File: src/sv/assert_macros.svh
// Assertion macros used by the RTL of the two-operand ALU.
// Clocked, reset-qualified property checks; compiled out under ASSERT_OFF.
`ifndef ASSERT_MACROS_SVH
`define ASSERT_MACROS_SVH

`ifndef ASSERT_OFF

// Check a property at every rising edge outside reset
`define ASSERT_CLK(label, clk, rst_n, prop) \
  label: assert property (@(posedge clk) disable iff (!rst_n) (prop)) \
    else $error("assertion failed");

// Check that the consequent holds whenever the antecedent does
`define ASSERT_IMPL(label, clk, rst_n, ante, cons) \
  label: assert property (@(posedge clk) disable iff (!rst_n) (ante) |-> (cons)) \
    else $error("implication failed");

// Check that the consequent holds in the cycle after the antecedent
`define ASSERT_NEXT(label, clk, rst_n, ante, cons) \
  label: assert property (@(posedge clk) disable iff (!rst_n) (ante) |=> (cons)) \
    else $error("next-cycle check failed");

`else

`define ASSERT_CLK(label, clk, rst_n, prop)
`define ASSERT_IMPL(label, clk, rst_n, ante, cons)
`define ASSERT_NEXT(label, clk, rst_n, ante, cons)

`endif

`endif

File: src/sv/topalu_pkg.sv
// Package for the two-operand ALU: operation codes, result kinds, stage types
// and the one-bit restoring division step. No dependencies.
`timescale 1ns / 1ps
`default_nettype none

package topalu_pkg;

  localparam int unsigned WORD_W = 16;

  // Operation codes
  localparam logic [3:0] MODE_JE  = 4'd0;
  localparam logic [3:0] MODE_JL  = 4'd1;
  localparam logic [3:0] MODE_JG  = 4'd2;
  localparam logic [3:0] MODE_DEC = 4'd3;
  localparam logic [3:0] MODE_INC = 4'd4;
  localparam logic [3:0] MODE_TST = 4'd5;
  localparam logic [3:0] MODE_OR  = 4'd6;
  localparam logic [3:0] MODE_AND = 4'd7;
  localparam logic [3:0] MODE_ADD = 4'd8;
  localparam logic [3:0] MODE_SUB = 4'd9;
  localparam logic [3:0] MODE_MUL = 4'd10;
  localparam logic [3:0] MODE_DIV = 4'd11;
  localparam logic [3:0] MODE_MOD = 4'd12;

  // Result kinds
  localparam logic [1:0] KIND_COND  = 2'd0;
  localparam logic [1:0] KIND_STORE = 2'd1;
  localparam logic [1:0] KIND_VAR   = 2'd2;

  // Division is spread over DIV_STG stages of DIV_BITS quotient bits each
  localparam int unsigned DIV_BITS = 4;
  localparam int unsigned DIV_STG  = WORD_W / DIV_BITS;
  // input register, prepare stage, division stages, output register
  localparam int unsigned NUM_STG  = DIV_STG + 3;

  typedef struct packed {
    logic [3:0]        mode;
    logic [WORD_W-1:0] operand_a;
    logic [WORD_W-1:0] operand_b;
    logic [WORD_W-1:0] operand_c;
    logic [WORD_W-1:0] operand_d;
    logic [3:0]        operand_present;
    logic [WORD_W-1:0] variable_value;
  } raw_t;

  typedef struct packed {
    logic [3:0]        mode;
    logic [WORD_W-1:0] value;
    logic              cond;
    logic [1:0]        kind;
    logic              dbz;
    logic [WORD_W-1:0] quo;   // dividend bits shift out, quotient bits shift in
    logic [WORD_W-1:0] rem;
    logic [WORD_W-1:0] dsr;
    logic              neg_q;
    logic              neg_r;
  } work_t;

  typedef struct packed {
    logic [WORD_W-1:0] quo;
    logic [WORD_W-1:0] rem;
  } div_t;

  // One restoring step: bring in the next dividend bit, subtract if it fits.
  // The partial remainder stays below the divisor, so the shifted value fits.
  function automatic div_t div_step(logic [WORD_W-1:0] quo, logic [WORD_W-1:0] rem,
                                    logic [WORD_W-1:0] dsr);
    div_t          r;
    logic [WORD_W:0] sh;
    logic [WORD_W:0] df;
    sh    = {rem, quo[WORD_W-1]};
    df    = sh - {1'b0, dsr};
    r.quo = {quo[WORD_W-2:0], ~df[WORD_W]};
    r.rem = df[WORD_W] ? sh[WORD_W-1:0] : df[WORD_W-1:0];
    return r;
  endfunction

endpackage

`default_nettype wire

File: src/sv/two_operand_alu_and_branch_test_unit.sv
// Two-operand ALU and branch test unit: 16-bit compare, logic, arithmetic,
// multiply and pipelined signed divide. Depends on topalu_pkg, assert_macros.svh.
//
// Usage:
//   The in_ channel carries one instruction per item (operation code, four
//   operand words, presence mask, variable value); the out_ channel returns
//   exactly one item per instruction, in order: result word, branch condition
//   and divide-by-zero flag in out_tdata, result kind in out_tuser.
//   Items pass through seven register stages: input register, operand
//   preparation (all non-divide results and the multiply are done here), four
//   division stages of four quotient bits each, output register.
//   Throughput is one item per cycle unless the receiver stalls; the four-bit
//   division stages set the depth. Each stage holds a valid bit and advances
//   when the stage after it is empty or moving, so bubbles close up under stall
//   and in_tready stays high while any stage is free, even with a result waiting
//   at the output. When the receiver stalls, every item is held in place;
//   nothing is lost or repeated. Synchronous active-low reset empties all
//   stages; payload registers are not reset.
`timescale 1ns / 1ps
`default_nettype none

`include "assert_macros.svh"

module two_operand_alu_and_branch_test_unit
  import topalu_pkg::*;
(
  input  wire logic        clk,
  input  wire logic        rst_n,
  input  wire logic        in_tvalid,
  output logic             in_tready,
  // [3:0] mode, [19:4] operand_a, [35:20] operand_b, [51:36] operand_c,
  // [67:52] operand_d, [71:68] operand_present, [87:72] variable_value
  input  wire logic [87:0] in_tdata,
  output logic             out_tvalid,
  input  wire logic        out_tready,
  // [15:0] result_value, [16] condition, [17] divide_by_zero, [23:18] zero
  output logic [23:0]      out_tdata,
  // [1:0] result_kind
  output logic [1:0]       out_tuser
);

  logic [NUM_STG-1:0] v_r;
  logic [NUM_STG-1:0] rdy;

  raw_t              raw_r;
  raw_t              raw_nxt;
  work_t             prep_nxt;
  work_t             wk_r   [0:DIV_STG];
  work_t             wk_nxt [1:DIV_STG];

  logic [WORD_W-1:0] out_value_r;
  logic              out_cond_r;
  logic [1:0]        out_kind_r;
  logic              out_dbz_r;
  logic [WORD_W-1:0] out_value_nxt;

  // Stage readiness: a stage may load when empty or when its item moves on
  always_comb begin
    rdy[NUM_STG-1] = !v_r[NUM_STG-1] || out_tready;
    for (int i = NUM_STG - 2; i >= 0; i--) begin
      rdy[i] = !v_r[i] || rdy[i+1];
    end
  end

  assign in_tready = rdy[0];

  always_comb begin
    raw_nxt.mode            = in_tdata[3:0];
    raw_nxt.operand_a       = in_tdata[19:4];
    raw_nxt.operand_b       = in_tdata[35:20];
    raw_nxt.operand_c       = in_tdata[51:36];
    raw_nxt.operand_d       = in_tdata[67:52];
    raw_nxt.operand_present = in_tdata[71:68];
    raw_nxt.variable_value  = in_tdata[87:72];
  end

  // Prepare stage: finish every non-divide operation, set up the divider
  always_comb begin
    logic [WORD_W-1:0]   x;
    logic [WORD_W-1:0]   nv;
    logic [2*WORD_W-1:0] prod;
    prep_nxt       = '0;
    prep_nxt.mode  = raw_r.mode;
    x    = raw_r.operand_present[0] ? raw_r.operand_a : '0;
    nv   = '0;
    prod = raw_r.operand_a * raw_r.operand_b;
    prep_nxt.quo   = raw_r.operand_a[WORD_W-1] ? (~raw_r.operand_a + 1'b1)
                                               : raw_r.operand_a;
    prep_nxt.dsr   = raw_r.operand_b[WORD_W-1] ? (~raw_r.operand_b + 1'b1)
                                               : raw_r.operand_b;
    prep_nxt.neg_q = raw_r.operand_a[WORD_W-1] ^ raw_r.operand_b[WORD_W-1];
    prep_nxt.neg_r = raw_r.operand_a[WORD_W-1];
    case (raw_r.mode)
      MODE_JE: begin
        prep_nxt.cond = (raw_r.operand_present[1] && raw_r.operand_b == x) ||
                        (raw_r.operand_present[2] && raw_r.operand_c == x) ||
                        (raw_r.operand_present[3] && raw_r.operand_d == x);
      end
      MODE_JL: begin
        prep_nxt.cond = $signed(raw_r.operand_a) < $signed(raw_r.operand_b);
      end
      MODE_JG: begin
        prep_nxt.cond = $signed(raw_r.operand_a) > $signed(raw_r.operand_b);
      end
      MODE_DEC: begin
        nv             = raw_r.variable_value - 1'b1;
        prep_nxt.value = nv;
        prep_nxt.cond  = $signed(nv) < $signed(raw_r.operand_b);
        prep_nxt.kind  = KIND_VAR;
      end
      MODE_INC: begin
        nv             = raw_r.variable_value + 1'b1;
        prep_nxt.value = nv;
        prep_nxt.cond  = $signed(nv) > $signed(raw_r.operand_b);
        prep_nxt.kind  = KIND_VAR;
      end
      MODE_TST: begin
        prep_nxt.cond = (raw_r.operand_a & raw_r.operand_b) == raw_r.operand_b;
      end
      MODE_OR: begin
        prep_nxt.value = raw_r.operand_a | raw_r.operand_b;
        prep_nxt.kind  = KIND_STORE;
      end
      MODE_AND: begin
        prep_nxt.value = raw_r.operand_a & raw_r.operand_b;
        prep_nxt.kind  = KIND_STORE;
      end
      MODE_ADD: begin
        prep_nxt.value = raw_r.operand_a + raw_r.operand_b;
        prep_nxt.kind  = KIND_STORE;
      end
      MODE_SUB: begin
        prep_nxt.value = raw_r.operand_a - raw_r.operand_b;
        prep_nxt.kind  = KIND_STORE;
      end
      MODE_MUL: begin
        prep_nxt.value = prod[WORD_W-1:0];
        prep_nxt.kind  = KIND_STORE;
      end
      MODE_DIV, MODE_MOD: begin
        prep_nxt.kind = KIND_STORE;
        prep_nxt.dbz  = (raw_r.operand_b == '0);
      end
      default: begin
        prep_nxt.kind = KIND_COND;
      end
    endcase
  end

  // Division stages: DIV_BITS restoring steps each on magnitudes
  always_comb begin
    div_t ds;
    ds = '0;
    for (int k = 1; k <= DIV_STG; k++) begin
      wk_nxt[k] = wk_r[k-1];
      for (int j = 0; j < DIV_BITS; j++) begin
        ds            = div_step(wk_nxt[k].quo, wk_nxt[k].rem, wk_nxt[k].dsr);
        wk_nxt[k].quo = ds.quo;
        wk_nxt[k].rem = ds.rem;
      end
    end
  end

  // Output stage: restore signs and pick the result word
  always_comb begin
    logic [WORD_W-1:0] q;
    logic [WORD_W-1:0] r;
    q = wk_r[DIV_STG].neg_q ? (~wk_r[DIV_STG].quo + 1'b1) : wk_r[DIV_STG].quo;
    r = wk_r[DIV_STG].neg_r ? (~wk_r[DIV_STG].rem + 1'b1) : wk_r[DIV_STG].rem;
    out_value_nxt = wk_r[DIV_STG].value;
    if (!wk_r[DIV_STG].dbz) begin
      if (wk_r[DIV_STG].mode == MODE_DIV) begin
        out_value_nxt = q;
      end else if (wk_r[DIV_STG].mode == MODE_MOD) begin
        out_value_nxt = r;
      end
    end
  end

  always_ff @(posedge clk) begin
    if (!rst_n) begin
      v_r <= '0;
    end else begin
      if (rdy[0]) begin
        v_r[0] <= in_tvalid;
      end
      for (int i = 1; i < NUM_STG; i++) begin
        if (rdy[i]) begin
          v_r[i] <= v_r[i-1];
        end
      end
    end
  end

  always_ff @(posedge clk) begin
    if (rdy[0] && in_tvalid) begin
      raw_r <= raw_nxt;
    end
    if (rdy[1] && v_r[0]) begin
      wk_r[0] <= prep_nxt;
    end
    for (int k = 1; k <= DIV_STG; k++) begin
      if (rdy[k+1] && v_r[k]) begin
        wk_r[k] <= wk_nxt[k];
      end
    end
    // hold the result until taken
    if (rdy[NUM_STG-1] && v_r[NUM_STG-2]) begin
      out_value_r <= out_value_nxt;
      out_cond_r  <= wk_r[DIV_STG].cond;
      out_kind_r  <= wk_r[DIV_STG].kind;
      out_dbz_r   <= wk_r[DIV_STG].dbz;
    end
  end

  assign out_tvalid = v_r[NUM_STG-1];
  assign out_tdata  = {6'd0, out_dbz_r, out_cond_r, out_value_r};
  assign out_tuser  = out_kind_r;

  `ASSERT_NEXT(a_fill_one, clk, rst_n,
               in_tvalid && in_tready && !(out_tvalid && out_tready),
               $countones(v_r) == $countones($past(v_r)) + 1)
  `ASSERT_NEXT(a_drain_one, clk, rst_n,
               !(in_tvalid && in_tready) && out_tvalid && out_tready,
               $countones(v_r) + 1 == $countones($past(v_r)))
  `ASSERT_IMPL(a_dbz_store, clk, rst_n, out_tvalid && out_tdata[17],
               out_tuser == KIND_STORE && out_tdata[15:0] == '0)
  `ASSERT_IMPL(a_cond_kind, clk, rst_n, out_tvalid && out_tdata[16],
               out_tuser != KIND_STORE)
  `ASSERT_IMPL(a_cond_only_zero, clk, rst_n, out_tvalid && out_tuser == KIND_COND,
               out_tdata[15:0] == '0 && !out_tdata[17])

endmodule

`default_nettype wire

File: config.mk
export PLATFORM = sky130hd
export DESIGN_NAME = two_operand_alu_and_branch_test_unit
export DESIGN_NICKNAME = d
export VERILOG_FILES = /design/src/sv/topalu_pkg.sv /design/src/sv/two_operand_alu_and_branch_test_unit.sv
export VERILOG_INCLUDE_DIRS = /design/src /design/src/sv
export SDC_FILE = /design/constraint.sdc
export NUM_CORES = 2
export LEC_CHECK = 0
export BUFFER_PORTS_ARGS = -buffer_cell sky130_fd_sc_hd__buf_2
export CORE_ASPECT_RATIO = 1.4
export CORE_MARGIN = 5
export CORE_UTILIZATION = 45
export DETAILED_ROUTE_END_ITERATION = 6
export PLACE_DENSITY = 0.64
export SYNTH_ARGS = -nofsm -noshare
export SYNTH_HDL_FRONTEND = slang
export SYNTH_SLANG_ARGS = --single-unit
File: constraint.sdc
create_clock -name clk -period 13.9 [get_ports clk]
set_input_delay 2.78 -clock clk [delete_from_list [all_inputs] [get_ports clk]]
set_output_delay 2.78 -clock clk [all_outputs]
set_load 0.05 [all_outputs]
Word-level counts from Yosys, hierarchy flattened. Memories as Yosys holds them, arrays and structs flattened. Cells that the tools add are included.

Flip-flop bits (word level): 115. Bits in latches: 0. Bits in writable memories: 370. Memory bits (read-only): 0. Input bits: 92. Output and inout port bits: 28. Word-level logic and storage cells: 158. Memories: 1.

Add/sub/neg operators: 24. Multipliers: 1. Divide/modulo/power cells: 0. Magnitude comparators: 4. Eq/ne operators: 18. Shift operators: 0. Mux-type cells: 38. Bitwise gates (word level): 23. Reduce and logical (&&, ||, !) cells: 31.

Memories: wk_r (depth 5, width 74, rd ports 5, clocked after memory_dff 0, write ports 5, RTL line two_operand_alu_and_branch_test_unit.sv:48) `work_t wk_r [0:DIV_STG];`.

Operator list (number): 16-bit two-way mux (24); 17-bit by 16-bit subtractor with 17-bit output (16); 16-bit case mux with 7 select lines (1); 16-bit by 1-bit adder with 16-bit output, second input constant (5); 16-bit equality test (4); 16-bit inverter (4); 16-bit greater-than comparator (2); 16-bit < comparator (2); 4-bit equality test, second input constant (7); 16-bit adder (1); 16-bit bitwise AND (1); 4-bit by 3-bit equality test with 1-bit output, second input constant (4); 16-bit zero test (1); 16-bit by 16-bit multiplier with 16-bit output (1); 1-bit inverter (16); 16-bit OR (1); 16-bit by 1-bit subtractor with 16-bit output, second input constant (1); 16-bit subtractor (1); 1-bit two-way mux (11); 1-bit logical AND (10); 1-bit logical OR (9); 4-bit by 2-bit equality test with 1-bit output, second input constant (2); 1-bit zero test (7); 7-bit OR reduction (1); other kinds (6) (7).

Longest topological paths before layout.
Depth in word-level cells: 10. Mapped depth: 55. Mapped depth without buffers: 51.

Worst setup path before layout. No wires, ideal clock.

Path kind: register to register. Start point: memory wk_r[0][77] (netlist name). End point: memory wk_r[0][174] (netlist name), data pin. Library setup time: 0.262 ns. Arrival time: 11.504 ns. Data required time: 13.638 ns. Setup slack: 2.134 ns. Stages on the path, launching flop included: 49. Path buffers: 6. Clock period less this slack: 11.766 ns. Cells stage by stage: edfxtp_1 > inv_1 > fa_1 > a211oi_1 > o21ai_0 > a21boi_1 > a221o_1 > a21oi_1 > nor3b_2 > clkbuf_1 > mux2i_1 > inv_1 > ha_1 > nor2b_1 > o21a_1 > o21ai_0 > a21oi_1 > a311oi_1 > [13 not listed] > o41ai_2 > nand2_1 > clkbuf_1 > o21ai_0 > fa_1 > nor2b_1 > o21ai_0 > a21boi_0 > o21ai_0 > a21oi_1 > a41o_1 > o41ai_1 > o21ai_0 > a21o_1 > a21oi_1 > xor2_2 > buf_4 > mux2_1.

RTL lines (RTL line): start: declaration (two_operand_alu_and_branch_test_unit.sv:48).

==> impl_metrics.csv <==
group,metric,value,unit
outcome,status,"complete, no violations",
placement,place_inst,4974,
final_layout,ratio_of_cells_with_drive_above_1_in_the_final_layout,9.362,%
critical_path,arrival_time_of_data_at_the_critical_path_endpoint,13.20,ns
synthesis,synth_async_sr_flop_share,0,%
critical_path,critical_path_required,14.32,ns
drt,route.detailed.drc,0,
cts,tritoncts,"built",
synthesis,yosys_register_bits,453,
timing,fin_skew,0.04094,ns
drt,drt_iter0_drc,2330,
global_routing,global_route_usage_over_all_layers,21.72,%
synthesis,syn-instance-count,3838,
synthesis,synth_enable_flop_cells,446,
floorplanning,placementRows,125,
timing,timing.final.hold_violations,0,
critical_path,crit_path_slowest_cell,"sky130_fd_sc_hd__xor3_2",
global_routing,grt_first_pass_wirelength,155800,um
synthesis,yosysSeqAreaShare,35.89,%
floorplanning,fp.dieArea,0.08976,sq mm
global_routing,globalRouteOverflowTotal,0,
critical_path,timing.critical_path.max_delay_family,"compound AO/OA/AOI/OAI gates",
placement,finalWeightedCongestion,0.9763,
cts,clockRootBuffer,"sky130_fd_sc_hd__clkbuf_16",
job,drv.max_cap_violation_count,0,
timing,finalSetupViolCount,0,
cts,cts.htree.levels,2,
final_layout,area_delta_synth_final,9.703,%
cts,cts_hold_buffers,0,
floorplanning,initial_core_util,45.40,%
floorplanning,die-height,352.5,um
synthesis,syn-cell-area,0.03770,sq mm
timing,achievable-frequency,0.07824,GHz
synthesis,synth_top_flop_cell,"sky130_fd_sc_hd__edfxtp_1",
drt,detail-route-antenna-nets,0,
drt,drt-wirelength-per-cell,19.98,um
global_routing,antenna_violations_before_repair,1,
synthesis,synth-warning-count,0,
final_layout,post_layout_nonfiller_instances,5064,
floorplanning,design.core.area,0.08305,sq mm
critical_path,critical_path.endpoint_type,"register",
placement,dpl.hpwl,77480,um
timing,timing_max_transition_violations_final,0,
critical_path,startpoint_type,"register",
drt,via_count_normalized_by_instance_count,5.784,
placement,port-buffer-count,113,
global_routing,vias_in_the_first_global_route,28700,
floorplanning,num_io_pins,120,
final_layout,layout.cells.most_common_list,"sky130_fd_sc_hd__edfxtp_1, sky130_fd_sc_hd__ha_1, sky130_fd_sc_hd__inv_1",
critical_path,slowest_delay,0.67,ns
global_routing,grt_start_max_net_pins,78,
critical_path,crit_fanout,18,
timing,period_utilization_post_route,91.95,%
synthesis,post_synth_num_cell_types,97,
critical_path,critical_path.most_common_cell,"sky130_fd_sc_hd__o21ai_0",
final_layout,final_nets,4528,
floorplanning,die_w,254.6,um
critical_path,timing.setup.critical_path_class,"register to register",
drt,detailroute.via_count,29290,
cts,tritoncts.num_buffers,47,
timing,timing.max_slew.rel_slack,20.91,%
drt,postRouteWirelength,101200,um
final_layout,final_common_cell,"sky130_fd_sc_hd__edfxtp_1",
timing,final_period_minus_worst_setup_slack,12.78,ns
synthesis,synthesis.area_per_instance,9.824,sq um
worst_hold_path,timing.hold.worst.class,"register to register",
critical_path,cp_num_buf_inv,3,
cts,max-clock-path-buffers,3,
final_layout,fillCellCount,7641,
cts,worst_setup_hold_path_clk_slew,0.07,ns
timing,timing_worst_slew_pin_value,1.182,ns
cts,clock_insertion_delay_worst_skew,0.62,ns
drt,detailed_routing_iteration_count_for_the_pre_antenna_repair_pass,6,
cts,cts_num_sinks,453,
## registers in the layout (all words and copies together), names as in the netlist
register	flops
out_tuser	2
wk_r	338
out_value_r	16
v_r	7
out_dbz_r	1
raw_r	83
out_cond_r	1
prep_nxt	5
## final timing paths
| path | start | end | slack (ns) | depth (start not counted) |
|---|---|---|---|---|
| hold reg to reg | wk_r[0][266]$_DFFE_PP_ | wk_r[0][344]$_DFFE_PP_ | 0.41 | 0 |
| hold / removal | wk_r[0][266]$_DFFE_PP_ | wk_r[0][344]$_DFFE_PP_ | 0.41 | 0 |
| setup reg to reg | wk_r[0][151]$_DFFE_PP_ | wk_r[0][241]$_DFFE_PP_ | 1.12 | 47 |
| setup / recovery | wk_r[0][151]$_DFFE_PP_ | wk_r[0][241]$_DFFE_PP_ | 1.12 | 47 |
## Yosys cell counts (18+ instances only)
| library cell | n | area (sq um) |
|---|---|---|
| sky130_fd_sc_hd__ha_1 | 392 | 4905 |
| sky130_fd_sc_hd__fa_1 | 97 | 1942 |
| sky130_fd_sc_hd__a221oi_1 | 35 | 306.5 |
| sky130_fd_sc_hd__nand4_1 | 21 | 131.4 |
| sky130_fd_sc_hd__xnor2_1 | 211 | 1848 |
| sky130_fd_sc_hd__mux2i_1 | 74 | 740.7 |
| sky130_fd_sc_hd__a21o_1 | 56 | 420.4 |
| sky130_fd_sc_hd__o31ai_1 | 29 | 217.7 |
| sky130_fd_sc_hd__a31oi_1 | 18 | 112.6 |
| sky130_fd_sc_hd__mux2_2 | 75 | 844.6 |
| sky130_fd_sc_hd__and2_1 | 18 | 112.6 |
| sky130_fd_sc_hd__o21a_1 | 45 | 337.8 |
| sky130_fd_sc_hd__and3_1 | 21 | 131.4 |
| sky130_fd_sc_hd__inv_1 | 341 | 1280 |
| sky130_fd_sc_hd__a21oi_1 | 219 | 1096 |
| sky130_fd_sc_hd__nor2b_1 | 63 | 394.1 |
| sky130_fd_sc_hd__clkbuf_1 | 91 | 341.6 |
| sky130_fd_sc_hd__o21ai_0 | 222 | 1111 |
| sky130_fd_sc_hd__nand2_1 | 298 | 1119 |
| sky130_fd_sc_hd__nand3_1 | 79 | 395.4 |
| sky130_fd_sc_hd__nor2_1 | 312 | 1171 |
| sky130_fd_sc_hd__edfxtp_1 | 446 | 13390 |
| sky130_fd_sc_hd__a21boi_0 | 28 | 210.2 |
| sky130_fd_sc_hd__nand2b_1 | 37 | 231.5 |
| sky130_fd_sc_hd__or3_1 | 22 | 137.6 |
| sky130_fd_sc_hd__nor3_1 | 68 | 340.3 |
| sky130_fd_sc_hd__xor2_1 | 102 | 893.4 |
| sky130_fd_sc_hd__a211oi_1 | 23 | 172.7 |
| sky130_fd_sc_hd__nor4_1 | 26 | 162.7 |
| sky130_fd_sc_hd__o221ai_1 | 21 | 183.9 |
| sky130_fd_sc_hd__a22oi_1 | 34 | 255.2 |
## timing repair
| item | in CTS | in global routing |
|---|---|---|
| gates resized for setup | 0 | 6 |
| endpoints found under the setup margin | 0 | 51 |
| buffers inserted | 0 | 3 |
## layout make-up
class	instances	area (sq um)	area share [%]
Tap cell	1079	1350	3.264
Multi-Input combinational cell	2929	22560	54.53
Clock inverter	33	444.2	1.074
Timing Repair Buffer	163	953.4	2.305
Sequential cell	453	13530	32.72
Clock buffer	53	1199	2.898
Antenna cell	1	2.502	0.006050
Inverter	353	1325	3.203
## through the flow
stage               instance area [sq um]  TNS [ns]  hold WS, ns  setup slack, ns  utilization (%)
floorplan                           37750         0       0.4003            2.134                -
global placement                    39640         0       0.4004           0.9638            47.73
detailed placement                  39640         0       0.4045           0.7327            47.73
CTS                                 41280         0       0.4005           0.7181            49.71
global route                        41360   -0.2822       0.4075         -0.03995            49.80
finish                              41360         0       0.4071            1.119            49.81
## logic make-up after synthesis
kind of cell / after synthesis / share of synthesized area (%)
and+or+nand+nor: 1014 / 12.51
AOI/OAI and AO/OA: 929 / 16.38
adders and majority gates: 489 / 18.16
buffers and inverters: 468 / 4.765
DFF: 453 / 35.89
xor gates and xnor gates: 320 / 7.593
muxes: 164 / 4.689
other: 1 / 0.009946
## routing by layer
layer,part of all wire [%],global-route usage (%),vias up
met5,0,0,-
met4,5.5,10.04,0
met1,39,25.57,13920
li1,-,-,14150
met3,5.4,3.209,301
met2,50,38.73,913
Power is left out: the tool's default activity adds up to more than one toggle a clock period on the data nets, which glitch-free logic cannot reach.
